`src/rtl/core/dpt_pkg.sv`:
```
// Shared types and constants for the deterministic primality test.
// Holds the controller/datapath command and status structs and the base tables.
// No dependencies.
`default_nettype none

package dpt_pkg;

    localparam int unsigned BASE_COUNT = 7;
    localparam int unsigned IDX_BITS   = 3;
    localparam logic [63:0] SMALL_SET_LIMIT = 64'd341550071728321;

    typedef enum logic [1:0] {
        MUL_RX = 2'd0,
        MUL_XX = 2'd1,
        MUL_VV = 2'd2
    } mul_sel_t;

    typedef struct packed {
        logic     load_n;
        logic     init_split;
        logic     shift_d;
        logic     base_clr;
        logic     base_inc;
        logic     base_load;
        logic     mul_go;
        mul_sel_t mul_sel;
        logic     e_shift;
        logic     round_clr;
        logic     round_inc;
    } dp_cmd_t;

    typedef struct packed {
        logic n_lt2;
        logic n_lt4;
        logic n_even;
        logic d_even;
        logic base_ge_n;
        logic base_last;
        logic e_zero;
        logic e_lsb;
        logic r_one;
        logic r_nm1;
        logic round_end;
        logic mul_done;
    } dp_status_t;

    function automatic logic [63:0] base_value(input logic large_set,
                                               input logic [IDX_BITS-1:0] idx);
        logic [63:0] v;
        v = 64'd0;
        if (large_set)
        begin
            case (idx)
                3'd0:    v = 64'd2;
                3'd1:    v = 64'd325;
                3'd2:    v = 64'd9375;
                3'd3:    v = 64'd28178;
                3'd4:    v = 64'd450775;
                3'd5:    v = 64'd9780504;
                3'd6:    v = 64'd1795265022;
                default: v = 64'd0;
            endcase
        end
        else
        begin
            case (idx)
                3'd0:    v = 64'd2;
                3'd1:    v = 64'd3;
                3'd2:    v = 64'd5;
                3'd3:    v = 64'd7;
                3'd4:    v = 64'd11;
                3'd5:    v = 64'd13;
                3'd6:    v = 64'd17;
                default: v = 64'd0;
            endcase
        end
        return v;
    endfunction

endpackage

`default_nettype wire

```
`src/rtl/core/dpt_modmul.sv`:
```
// Iterative modular multiplier: one double-and-add step per cycle.
// Uses no package items; instantiated by dpt_datapath.
`default_nettype none

module dpt_modmul #(
    parameter int unsigned W = 64
) (
    input  wire logic         clk,
    input  wire logic         rst_n,
    input  wire logic         start,
    input  wire logic [W-1:0] a,
    input  wire logic [W-1:0] b,
    input  wire logic [W-1:0] m,
    output logic              done,
    output logic [W-1:0]      result
);

    localparam int unsigned CW = $clog2(W);

    logic          busy_reg, busy_next;
    logic          done_reg, done_next;
    logic [CW-1:0] cnt_reg, cnt_next;
    logic [W-1:0]  a_reg, a_next;
    logic [W-1:0]  b_reg, b_next;
    logic [W-1:0]  m_reg, m_next;
    logic [W-1:0]  acc_reg, acc_next;

    logic [W:0] dbl, dbl_red, sum, sum_red;

    // Both sums stay below twice the modulus, so one subtract reduces each.
    always_comb
    begin
        dbl     = {acc_reg, 1'b0};
        dbl_red = (dbl >= {1'b0, m_reg}) ? dbl - {1'b0, m_reg} : dbl;
        sum     = dbl_red + {1'b0, a_reg};
        sum_red = (sum >= {1'b0, m_reg}) ? sum - {1'b0, m_reg} : sum;
    end

    always_comb
    begin
        busy_next = busy_reg;
        done_next = 1'b0;
        cnt_next  = cnt_reg;
        a_next    = a_reg;
        b_next    = b_reg;
        m_next    = m_reg;
        acc_next  = acc_reg;
        if (start)
        begin
            busy_next = 1'b1;
            cnt_next  = CW'(W - 1);
            a_next    = a;
            b_next    = b;
            m_next    = m;
            acc_next  = '0;
        end
        else if (busy_reg)
        begin
            acc_next = b_reg[W-1] ? sum_red[W-1:0] : dbl_red[W-1:0];
            b_next   = {b_reg[W-2:0], 1'b0};
            cnt_next = cnt_reg - 1'b1;
            if (cnt_reg == '0)
            begin
                busy_next = 1'b0;
                done_next = 1'b1;
            end
        end
    end

    always_ff @(posedge clk or negedge rst_n)
    begin
        if (!rst_n)
        begin
            busy_reg <= 1'b0;
            done_reg <= 1'b0;
            cnt_reg  <= '0;
        end
        else
        begin
            busy_reg <= busy_next;
            done_reg <= done_next;
            cnt_reg  <= cnt_next;
        end
    end

    always_ff @(posedge clk)
    begin
        a_reg   <= a_next;
        b_reg   <= b_next;
        m_reg   <= m_next;
        acc_reg <= acc_next;
    end

    assign done   = done_reg;
    assign result = acc_reg;

endmodule

`default_nettype wire

```
`src/rtl/core/dpt_datapath.sv`:
```
// Datapath of the primality test: operand registers, base table and multiplier.
// Depends on dpt_pkg and dpt_modmul.
`default_nettype none

module dpt_datapath
    import dpt_pkg::*;
#(
    parameter int unsigned W = 64
) (
    input  wire logic         clk,
    input  wire logic         rst_n,
    input  wire logic [63:0]  candidate,
    input  wire dp_cmd_t      cmd,
    output dp_status_t        status
);

    localparam int unsigned SW = $clog2(W);

    logic [W-1:0]        n_reg, n_next;
    logic [W-1:0]        d_reg, d_next;
    logic [SW-1:0]       s_reg, s_next;
    logic [SW-1:0]       rnd_reg, rnd_next;
    logic [IDX_BITS-1:0] idx_reg, idx_next;
    logic [W-1:0]        x_reg, x_next;
    logic [W-1:0]        e_reg, e_next;
    logic [W-1:0]        r_reg, r_next;
    mul_sel_t            sel_reg, sel_next;

    logic [63:0]  n_wide;
    logic [63:0]  base;
    logic         large_set;
    logic [W-1:0] mul_a, mul_b, mul_res;
    logic         mul_done;

    assign n_wide    = 64'(n_reg);
    assign large_set = (n_wide >= SMALL_SET_LIMIT);
    assign base      = base_value(large_set, idx_reg);

    always_comb
    begin
        case (cmd.mul_sel)
            MUL_RX:
            begin
                mul_a = r_reg;
                mul_b = x_reg;
            end
            MUL_XX:
            begin
                mul_a = x_reg;
                mul_b = x_reg;
            end
            MUL_VV:
            begin
                mul_a = r_reg;
                mul_b = r_reg;
            end
            default:
            begin
                mul_a = r_reg;
                mul_b = r_reg;
            end
        endcase
    end

    dpt_modmul #(.W(W)) u_modmul (
        .clk    (clk),
        .rst_n  (rst_n),
        .start  (cmd.mul_go),
        .a      (mul_a),
        .b      (mul_b),
        .m      (n_reg),
        .done   (mul_done),
        .result (mul_res)
    );

    always_comb
    begin
        n_next   = n_reg;
        d_next   = d_reg;
        s_next   = s_reg;
        rnd_next = rnd_reg;
        idx_next = idx_reg;
        x_next   = x_reg;
        e_next   = e_reg;
        r_next   = r_reg;
        sel_next = sel_reg;
        if (cmd.load_n)
        begin
            n_next = candidate[W-1:0];
        end
        if (cmd.init_split)
        begin
            d_next = n_reg - 1'b1;
            s_next = '0;
        end
        if (cmd.shift_d)
        begin
            d_next = d_reg >> 1;
            s_next = s_reg + 1'b1;
        end
        if (cmd.base_clr)
        begin
            idx_next = '0;
        end
        if (cmd.base_inc)
        begin
            idx_next = idx_reg + 1'b1;
        end
        if (cmd.base_load)
        begin
            // The base is below n here, so it fits the word.
            x_next = base[W-1:0];
            e_next = d_reg;
            r_next = W'(1);
        end
        if (mul_done)
        begin
            case (sel_reg)
                MUL_RX:  r_next = mul_res;
                MUL_XX:  x_next = mul_res;
                MUL_VV:  r_next = mul_res;
                default: r_next = mul_res;
            endcase
        end
        if (cmd.mul_go)
        begin
            sel_next = cmd.mul_sel;
        end
        if (cmd.e_shift)
        begin
            e_next = e_reg >> 1;
        end
        if (cmd.round_clr)
        begin
            rnd_next = '0;
        end
        if (cmd.round_inc)
        begin
            rnd_next = rnd_reg + 1'b1;
        end
    end

    always_ff @(posedge clk)
    begin
        n_reg   <= n_next;
        d_reg   <= d_next;
        s_reg   <= s_next;
        rnd_reg <= rnd_next;
        idx_reg <= idx_next;
        x_reg   <= x_next;
        e_reg   <= e_next;
        r_reg   <= r_next;
        sel_reg <= sel_next;
    end

    always_comb
    begin
        status.n_lt2     = (n_wide < 64'd2);
        status.n_lt4     = (n_wide < 64'd4);
        status.n_even    = ~n_reg[0];
        status.d_even    = ~d_reg[0];
        status.base_ge_n = (base >= n_wide);
        status.base_last = (idx_reg == IDX_BITS'(BASE_COUNT - 1));
        status.e_zero    = (e_reg == '0);
        status.e_lsb     = e_reg[0];
        status.r_one     = (r_reg == W'(1));
        status.r_nm1     = (r_reg == n_reg - 1'b1);
        status.round_end = (rnd_reg == s_reg);
        status.mul_done  = mul_done;
    end

endmodule

`default_nettype wire

```
`src/rtl/core/dpt_ctrl.sv`:
```
// Controller of the primality test: sequences the rounds and holds the result beat.
// Depends on dpt_pkg.
`default_nettype none

module dpt_ctrl
    import dpt_pkg::*;
(
    input  wire logic       clk,
    input  wire logic       rst_n,
    input  wire logic       in_valid,
    output logic            in_stall,
    output logic            out_valid,
    input  wire logic       out_stall,
    output logic            is_prime,
    input  wire dp_status_t status,
    output dp_cmd_t         cmd
);

    typedef enum logic [11:0] {
        ST_IDLE      = 12'b000000000001,
        ST_CLASSIFY  = 12'b000000000010,
        ST_SPLIT     = 12'b000000000100,
        ST_BASE      = 12'b000000001000,
        ST_POW       = 12'b000000010000,
        ST_MUL_RX    = 12'b000000100000,
        ST_MUL_XX    = 12'b000001000000,
        ST_WIT_FIRST = 12'b000010000000,
        ST_WIT_LOOP  = 12'b000100000000,
        ST_MUL_VV    = 12'b001000000000,
        ST_NEXT_BASE = 12'b010000000000,
        ST_DONE      = 12'b100000000000
    } state_t;

    state_t state_reg, state_next;
    logic   verdict_reg, verdict_next;
    logic   out_valid_reg, out_valid_next;
    logic   is_prime_reg, is_prime_next;

    always_comb
    begin
        state_next     = state_reg;
        verdict_next   = verdict_reg;
        out_valid_next = out_valid_reg;
        is_prime_next  = is_prime_reg;
        cmd            = '0;
        cmd.mul_sel    = MUL_RX;

        if (out_valid_reg && !out_stall)
        begin
            out_valid_next = 1'b0;
        end

        case (state_reg)
            ST_IDLE:
            begin
                if (in_valid)
                begin
                    cmd.load_n = 1'b1;
                    state_next = ST_CLASSIFY;
                end
            end
            ST_CLASSIFY:
            begin
                if (status.n_lt2)
                begin
                    verdict_next = 1'b0;
                    state_next   = ST_DONE;
                end
                else if (status.n_lt4)
                begin
                    verdict_next = 1'b1;
                    state_next   = ST_DONE;
                end
                else if (status.n_even)
                begin
                    verdict_next = 1'b0;
                    state_next   = ST_DONE;
                end
                else
                begin
                    cmd.init_split = 1'b1;
                    state_next     = ST_SPLIT;
                end
            end
            ST_SPLIT:
            begin
                if (status.d_even)
                begin
                    cmd.shift_d = 1'b1;
                end
                else
                begin
                    cmd.base_clr = 1'b1;
                    state_next   = ST_BASE;
                end
            end
            ST_BASE:
            begin
                if (status.base_ge_n)
                begin
                    verdict_next = 1'b1;
                    state_next   = ST_DONE;
                end
                else
                begin
                    cmd.base_load = 1'b1;
                    state_next    = ST_POW;
                end
            end
            ST_POW:
            begin
                if (status.e_zero)
                begin
                    state_next = ST_WIT_FIRST;
                end
                else if (status.e_lsb)
                begin
                    cmd.mul_go  = 1'b1;
                    cmd.mul_sel = MUL_RX;
                    state_next  = ST_MUL_RX;
                end
                else
                begin
                    cmd.mul_go  = 1'b1;
                    cmd.mul_sel = MUL_XX;
                    state_next  = ST_MUL_XX;
                end
            end
            ST_MUL_RX:
            begin
                if (status.mul_done)
                begin
                    cmd.mul_go  = 1'b1;
                    cmd.mul_sel = MUL_XX;
                    state_next  = ST_MUL_XX;
                end
            end
            ST_MUL_XX:
            begin
                if (status.mul_done)
                begin
                    cmd.e_shift = 1'b1;
                    state_next  = ST_POW;
                end
            end
            ST_WIT_FIRST:
            begin
                cmd.round_clr = 1'b1;
                if (status.r_one)
                begin
                    state_next = ST_NEXT_BASE;
                end
                else
                begin
                    state_next = ST_WIT_LOOP;
                end
            end
            ST_WIT_LOOP:
            begin
                if (status.round_end)
                begin
                    verdict_next = 1'b0;
                    state_next   = ST_DONE;
                end
                else if (status.r_nm1)
                begin
                    state_next = ST_NEXT_BASE;
                end
                else
                begin
                    cmd.mul_go    = 1'b1;
                    cmd.mul_sel   = MUL_VV;
                    cmd.round_inc = 1'b1;
                    state_next    = ST_MUL_VV;
                end
            end
            ST_MUL_VV:
            begin
                if (status.mul_done)
                begin
                    state_next = ST_WIT_LOOP;
                end
            end
            ST_NEXT_BASE:
            begin
                if (status.base_last)
                begin
                    verdict_next = 1'b1;
                    state_next   = ST_DONE;
                end
                else
                begin
                    cmd.base_inc = 1'b1;
                    state_next   = ST_BASE;
                end
            end
            ST_DONE:
            begin
                // Wait until the output register is free or being emptied.
                if (!out_valid_reg || !out_stall)
                begin
                    out_valid_next = 1'b1;
                    is_prime_next  = verdict_reg;
                    state_next     = ST_IDLE;
                end
            end
            default:
            begin
                state_next = ST_IDLE;
            end
        endcase
    end

    always_ff @(posedge clk or negedge rst_n)
    begin
        if (!rst_n)
        begin
            state_reg     <= ST_IDLE;
            out_valid_reg <= 1'b0;
        end
        else
        begin
            state_reg     <= state_next;
            out_valid_reg <= out_valid_next;
        end
    end

    always_ff @(posedge clk)
    begin
        verdict_reg  <= verdict_next;
        is_prime_reg <= is_prime_next;
    end

    assign in_stall  = (state_reg != ST_IDLE);
    assign out_valid = out_valid_reg;
    assign is_prime  = is_prime_reg;

endmodule

`default_nettype wire

```
`src/rtl/core/deterministic_primality_test_64.sv`:
```
// Top level of the deterministic Miller-Rabin primality test.
// Depends on dpt_pkg, dpt_ctrl and dpt_datapath.
`default_nettype none

// Takes one candidate beat at a time and returns one is_prime beat. Only the low
// WORD_BITS bits of candidate are tested. The block works on one candidate at a
// time and stalls input until that candidate's verdict has been loaded into the
// output register; the next candidate may be accepted while that verdict waits.
// Latency is set by the single shared modular multiplier, which takes one load
// step and then one double-and-add step per bit for each product. Small and
// even candidates are settled in the classify state. An odd candidate first
// splits n-1 into d * 2^s, then for each base tested runs (popcount(d) +
// bits(d)) + up to s squarings multiplications.

module deterministic_primality_test_64
    import dpt_pkg::*;
#(
    parameter int unsigned WORD_BITS = 64
) (
    input  wire logic        clk,
    input  wire logic        rst_n,
    input  wire logic        in_valid,
    output logic             in_stall,
    input  wire logic [63:0] candidate,
    output logic             out_valid,
    input  wire logic        out_stall,
    output logic             is_prime
);

    dp_cmd_t    cmd;
    dp_status_t status;

    dpt_ctrl u_ctrl (
        .clk       (clk),
        .rst_n     (rst_n),
        .in_valid  (in_valid),
        .in_stall  (in_stall),
        .out_valid (out_valid),
        .out_stall (out_stall),
        .is_prime  (is_prime),
        .status    (status),
        .cmd       (cmd)
    );

    dpt_datapath #(.W(WORD_BITS)) u_datapath (
        .clk       (clk),
        .rst_n     (rst_n),
        .candidate (candidate),
        .cmd       (cmd),
        .status    (status)
    );

endmodule

`default_nettype wire

```
`config.mk`:
```
export PLATFORM = sky130hd
export DESIGN_NAME = deterministic_primality_test_64
export DESIGN_NICKNAME = d
export VERILOG_FILES = /design/src/rtl/core/dpt_pkg.sv /design/src/rtl/core/dpt_modmul.sv /design/src/rtl/core/dpt_datapath.sv /design/src/rtl/core/dpt_ctrl.sv /design/src/rtl/core/deterministic_primality_test_64.sv
export SDC_FILE = /design/constraint.sdc
export NUM_CORES = 2
export LEC_CHECK = 0
export BUFFER_PORTS_ARGS = -buffer_cell sky130_fd_sc_hd__buf_2
export CELL_PAD_IN_SITES_DETAIL_PLACEMENT = 1
export CELL_PAD_IN_SITES_GLOBAL_PLACEMENT = 1
export CORE_MARGIN = 2
export CORE_UTILIZATION = 37
export CTS_BUF_LIST = sky130_fd_sc_hd__clkbuf_2
export CTS_CLUSTER_DIAMETER = 200
export DETAILED_ROUTE_END_ITERATION = 6
export PLACE_DENSITY = 0.67
export SKIP_CTS_REPAIR_TIMING = 1
export SLEW_MARGIN = 20
export SYNTH_ARGS = -nofsm -noshare
export SYNTH_HDL_FRONTEND = slang
export SYNTH_SLANG_ARGS = --single-unit
```
`constraint.sdc`:
```
create_clock -name clk -period 12.8 [get_ports clk]
set_input_delay 0.64 -clock clk [delete_from_list [all_inputs] [get_ports clk]]
set_output_delay 0.64 -clock clk [all_outputs]
set_load 0.01 [all_outputs]
```
==> impl_metrics.tcl <==
set metrics [dict create \
    status "complete, no violations" \
    grt_pass1_vias 39209 \
    rows 124 \
    num_vias 40306 \
    grt_pass1_wl_mm 260.0 \
    syn_nets 5271 \
    crit_path_max_incr_delay_ns 0.80 \
    cts_root_buffer "clkbuf_2" \
    cts_tree "done" \
    ys_async_sr_fraction_pct 3.409 \
    final_layout_size_suffix_gt1_share_pct 10.52 \
    first_pass_iters 5 \
    clock_latency_ns 1.58 \
    die_w_um 342.2 \
    worstPathRequired_ns 14.22 \
    fp.coreArea_um2 113900 \
    final_common_cell "nand2_1" \
    cts_buffers 166 \
    period_share_pct 88.43 \
    ys_types 96 \
    path_clk_slew_ns 0.10 \
    die-area_um2 117100 \
    clock.fmax_ghz 0.08835 \
    synth_area_leaders "edfxtp_1 28%, dfxtp_1 9.2%, nand2_1 7.7%, ha_1 6.8%, a21oi_1 4.2%" \
    cts_buffer_depth 3 \
    start_kind "flop" \
    via_per_inst 5.951 \
    cts.sinks 616 \
    wl_mm 179.9 \
    layout_common_cells "861 x nand2_1, 438 x nor2_1, 401 x edfxtp_1" \
    grtUsageTotal_pct 29.70 \
    htree_levels 4 \
    path_max_fanout 51 \
    critPathBufInv 3 \
    ant_nets 0 \
    start_util_pct 37.16 \
    drv_slew 0 \
    synth_top_area_share_pct 28.46 \
    gp_congestion 0.9822 \
    synthFlopType "edfxtp_1" \
    area_growth_pct 10.90 \
    rsz0062_at_grt "no" \
    arrival_ns 12.74 \
    antenna_found_initial 11 \
    avgRoutedWirePerCell_um 26.56 \
    cap_violations 0 \
    hpwl_mm 134.4 \
    ys_ff_latch 616 \
    timing.final.ws_setup_ns 1.481 \
    drt-initial-drc-count 3828 \
    ys_seq_area_share_pct 38.88 \
    fin_nets 5419 \
    hold_violations 0 \
    max_slew_margin_pct 16.73 \
    post-place-ws_ns 1.711 \
    crit_type "reg -> reg" \
    yosys.area.top_type "edfxtp_1" \
    avgSynthCellArea_um2 8.513 \
    ys_warn_count 0 \
    ios 71 \
    cp_top_family "compound AO/OA/AOI/OAI gates" \
    tightest_slew_ns 1.238 \
    synth_edf_count 401 \
    crit_path_end_kind "flop" \
    slowest_stage "a311oi_1" \
    synthCells 4971 \
    grt_max_degree 89 \
    drc 0 \
    port_buffers 70 \
    fill_cells 13563 \
    hp-class "in -> reg" \
    grt-ovfl-total 0 \
    die_h_um 342.2 \
    fin_tns_setup_ns 0 \
    clock_skew_ns 0.1757 \
    syn_area_um2 42320 \
    layout_min_cycle_time_ns 11.32 \
    setup_viol 0 \
]
## through the flow
stage,hold slack (ns),area (um^2),utilization (%),cells
2_1_floorplan,0.3444,42320,-,4971
3_3_place_gp,0.4643,43950,38.59,6327
3_5_place_dp,0.4681,43950,38.59,6327
4_1_cts,-1.164,45540,39.99,6631
5_1_grt,0.1196,46930,41.21,6772
6_report,0.2703,46930,41.21,6773
## cell type report
| class | instances | area, um^2 | area share, % |
|---|---|---|---|
| Clock buffer | 248 | 1241 | 2.645 |
| Inverter | 170 | 638.1 | 1.360 |
| Tap cell | 1512 | 1892 | 4.031 |
| Antenna cell | 6 | 15.01 | 0.03199 |
| Timing Repair Buffer | 260 | 2140 | 4.559 |
| Sequential cell | 616 | 16450 | 35.06 |
| Multi-Input combinational cell | 3905 | 24200 | 51.57 |
| Clock inverter | 56 | 351.6 | 0.7492 |
## worst register-to-register path: cells and delay by family (launching register included)
kind            cells  cell delay (ns)
compound gates     19             5.47
fa+ha+maj           3             1.17
xor+xnor            1             0.19
flops               1             0.42
mux                 2             0.72
buf+inv             3             1.39
simple gates        6             1.80
## cells in the mapped netlist, types with 31 or more instances
cell,count
a21oi_1,357
a31oi_1,122
dfxtp_1,194
o21ai_0,285
and2_1,36
and3_1,31
nor3_1,81
nand3_1,161
or3_1,34
clkbuf_1,235
xnor2_1,188
o21bai_1,38
ha_1,229
a22o_1,34
a21o_1,113
edfxtp_1,401
nor2_1,441
nor2b_1,43
inv_1,167
nor4_1,71
nand4_1,79
o21a_1,31
nand2_1,866
mux2_2,73
o211ai_1,39
xor2_1,107
## layer usage
metal / global-route usage (%) / wire length, um / vias to the layer above
met5: 0 / 0 / -
met4: 13.38 / 8252 / 0
met3: 4.572 / 12660 / 325
met2: 43.72 / 77290 / 1537
met1: 42.71 / 81690 / 20005
li1: - / - / 18439
## kinds of logic after synthesis
family / share of synthesized area (%)
AO/OA/AOI/OAI: 18.96
XOR/XNOR: 6.585
adder cells (fa/ha/maj): 6.913
buffers and inverters: 4.196
flip-flops: 38.88
multiplexers: 2.416
AND/OR/NAND/NOR: 22.05
## path summary, 6_finish.rpt
| path | slack, ns | start | depth (start not counted) | end |
|---|---|---|---|---|
| max in group asynchronous | 11.82 | rst_n | 5 | u_ctrl.state_reg[0] |
| worst min register to register | 0.44 | u_ctrl.verdict_reg | 0 | u_ctrl.is_prime |
| min in group asynchronous | 0.66 | rst_n | 5 | u_datapath.u_modmul.busy_reg |
| worst max-delay path | 1.48 | u_datapath.u_modmul.result[12] | 34 | u_datapath.u_modmul.result[24] |
| worst max register to register | 1.48 | u_datapath.u_modmul.result[12] | 34 | u_datapath.u_modmul.result[24] |
| worst min-delay path | 0.27 | in_valid | 5 | u_ctrl.state_reg[9] |
Power is left out: the tool's default activity adds up to more than one toggle a clock period on the data nets, which glitch-free logic cannot reach.
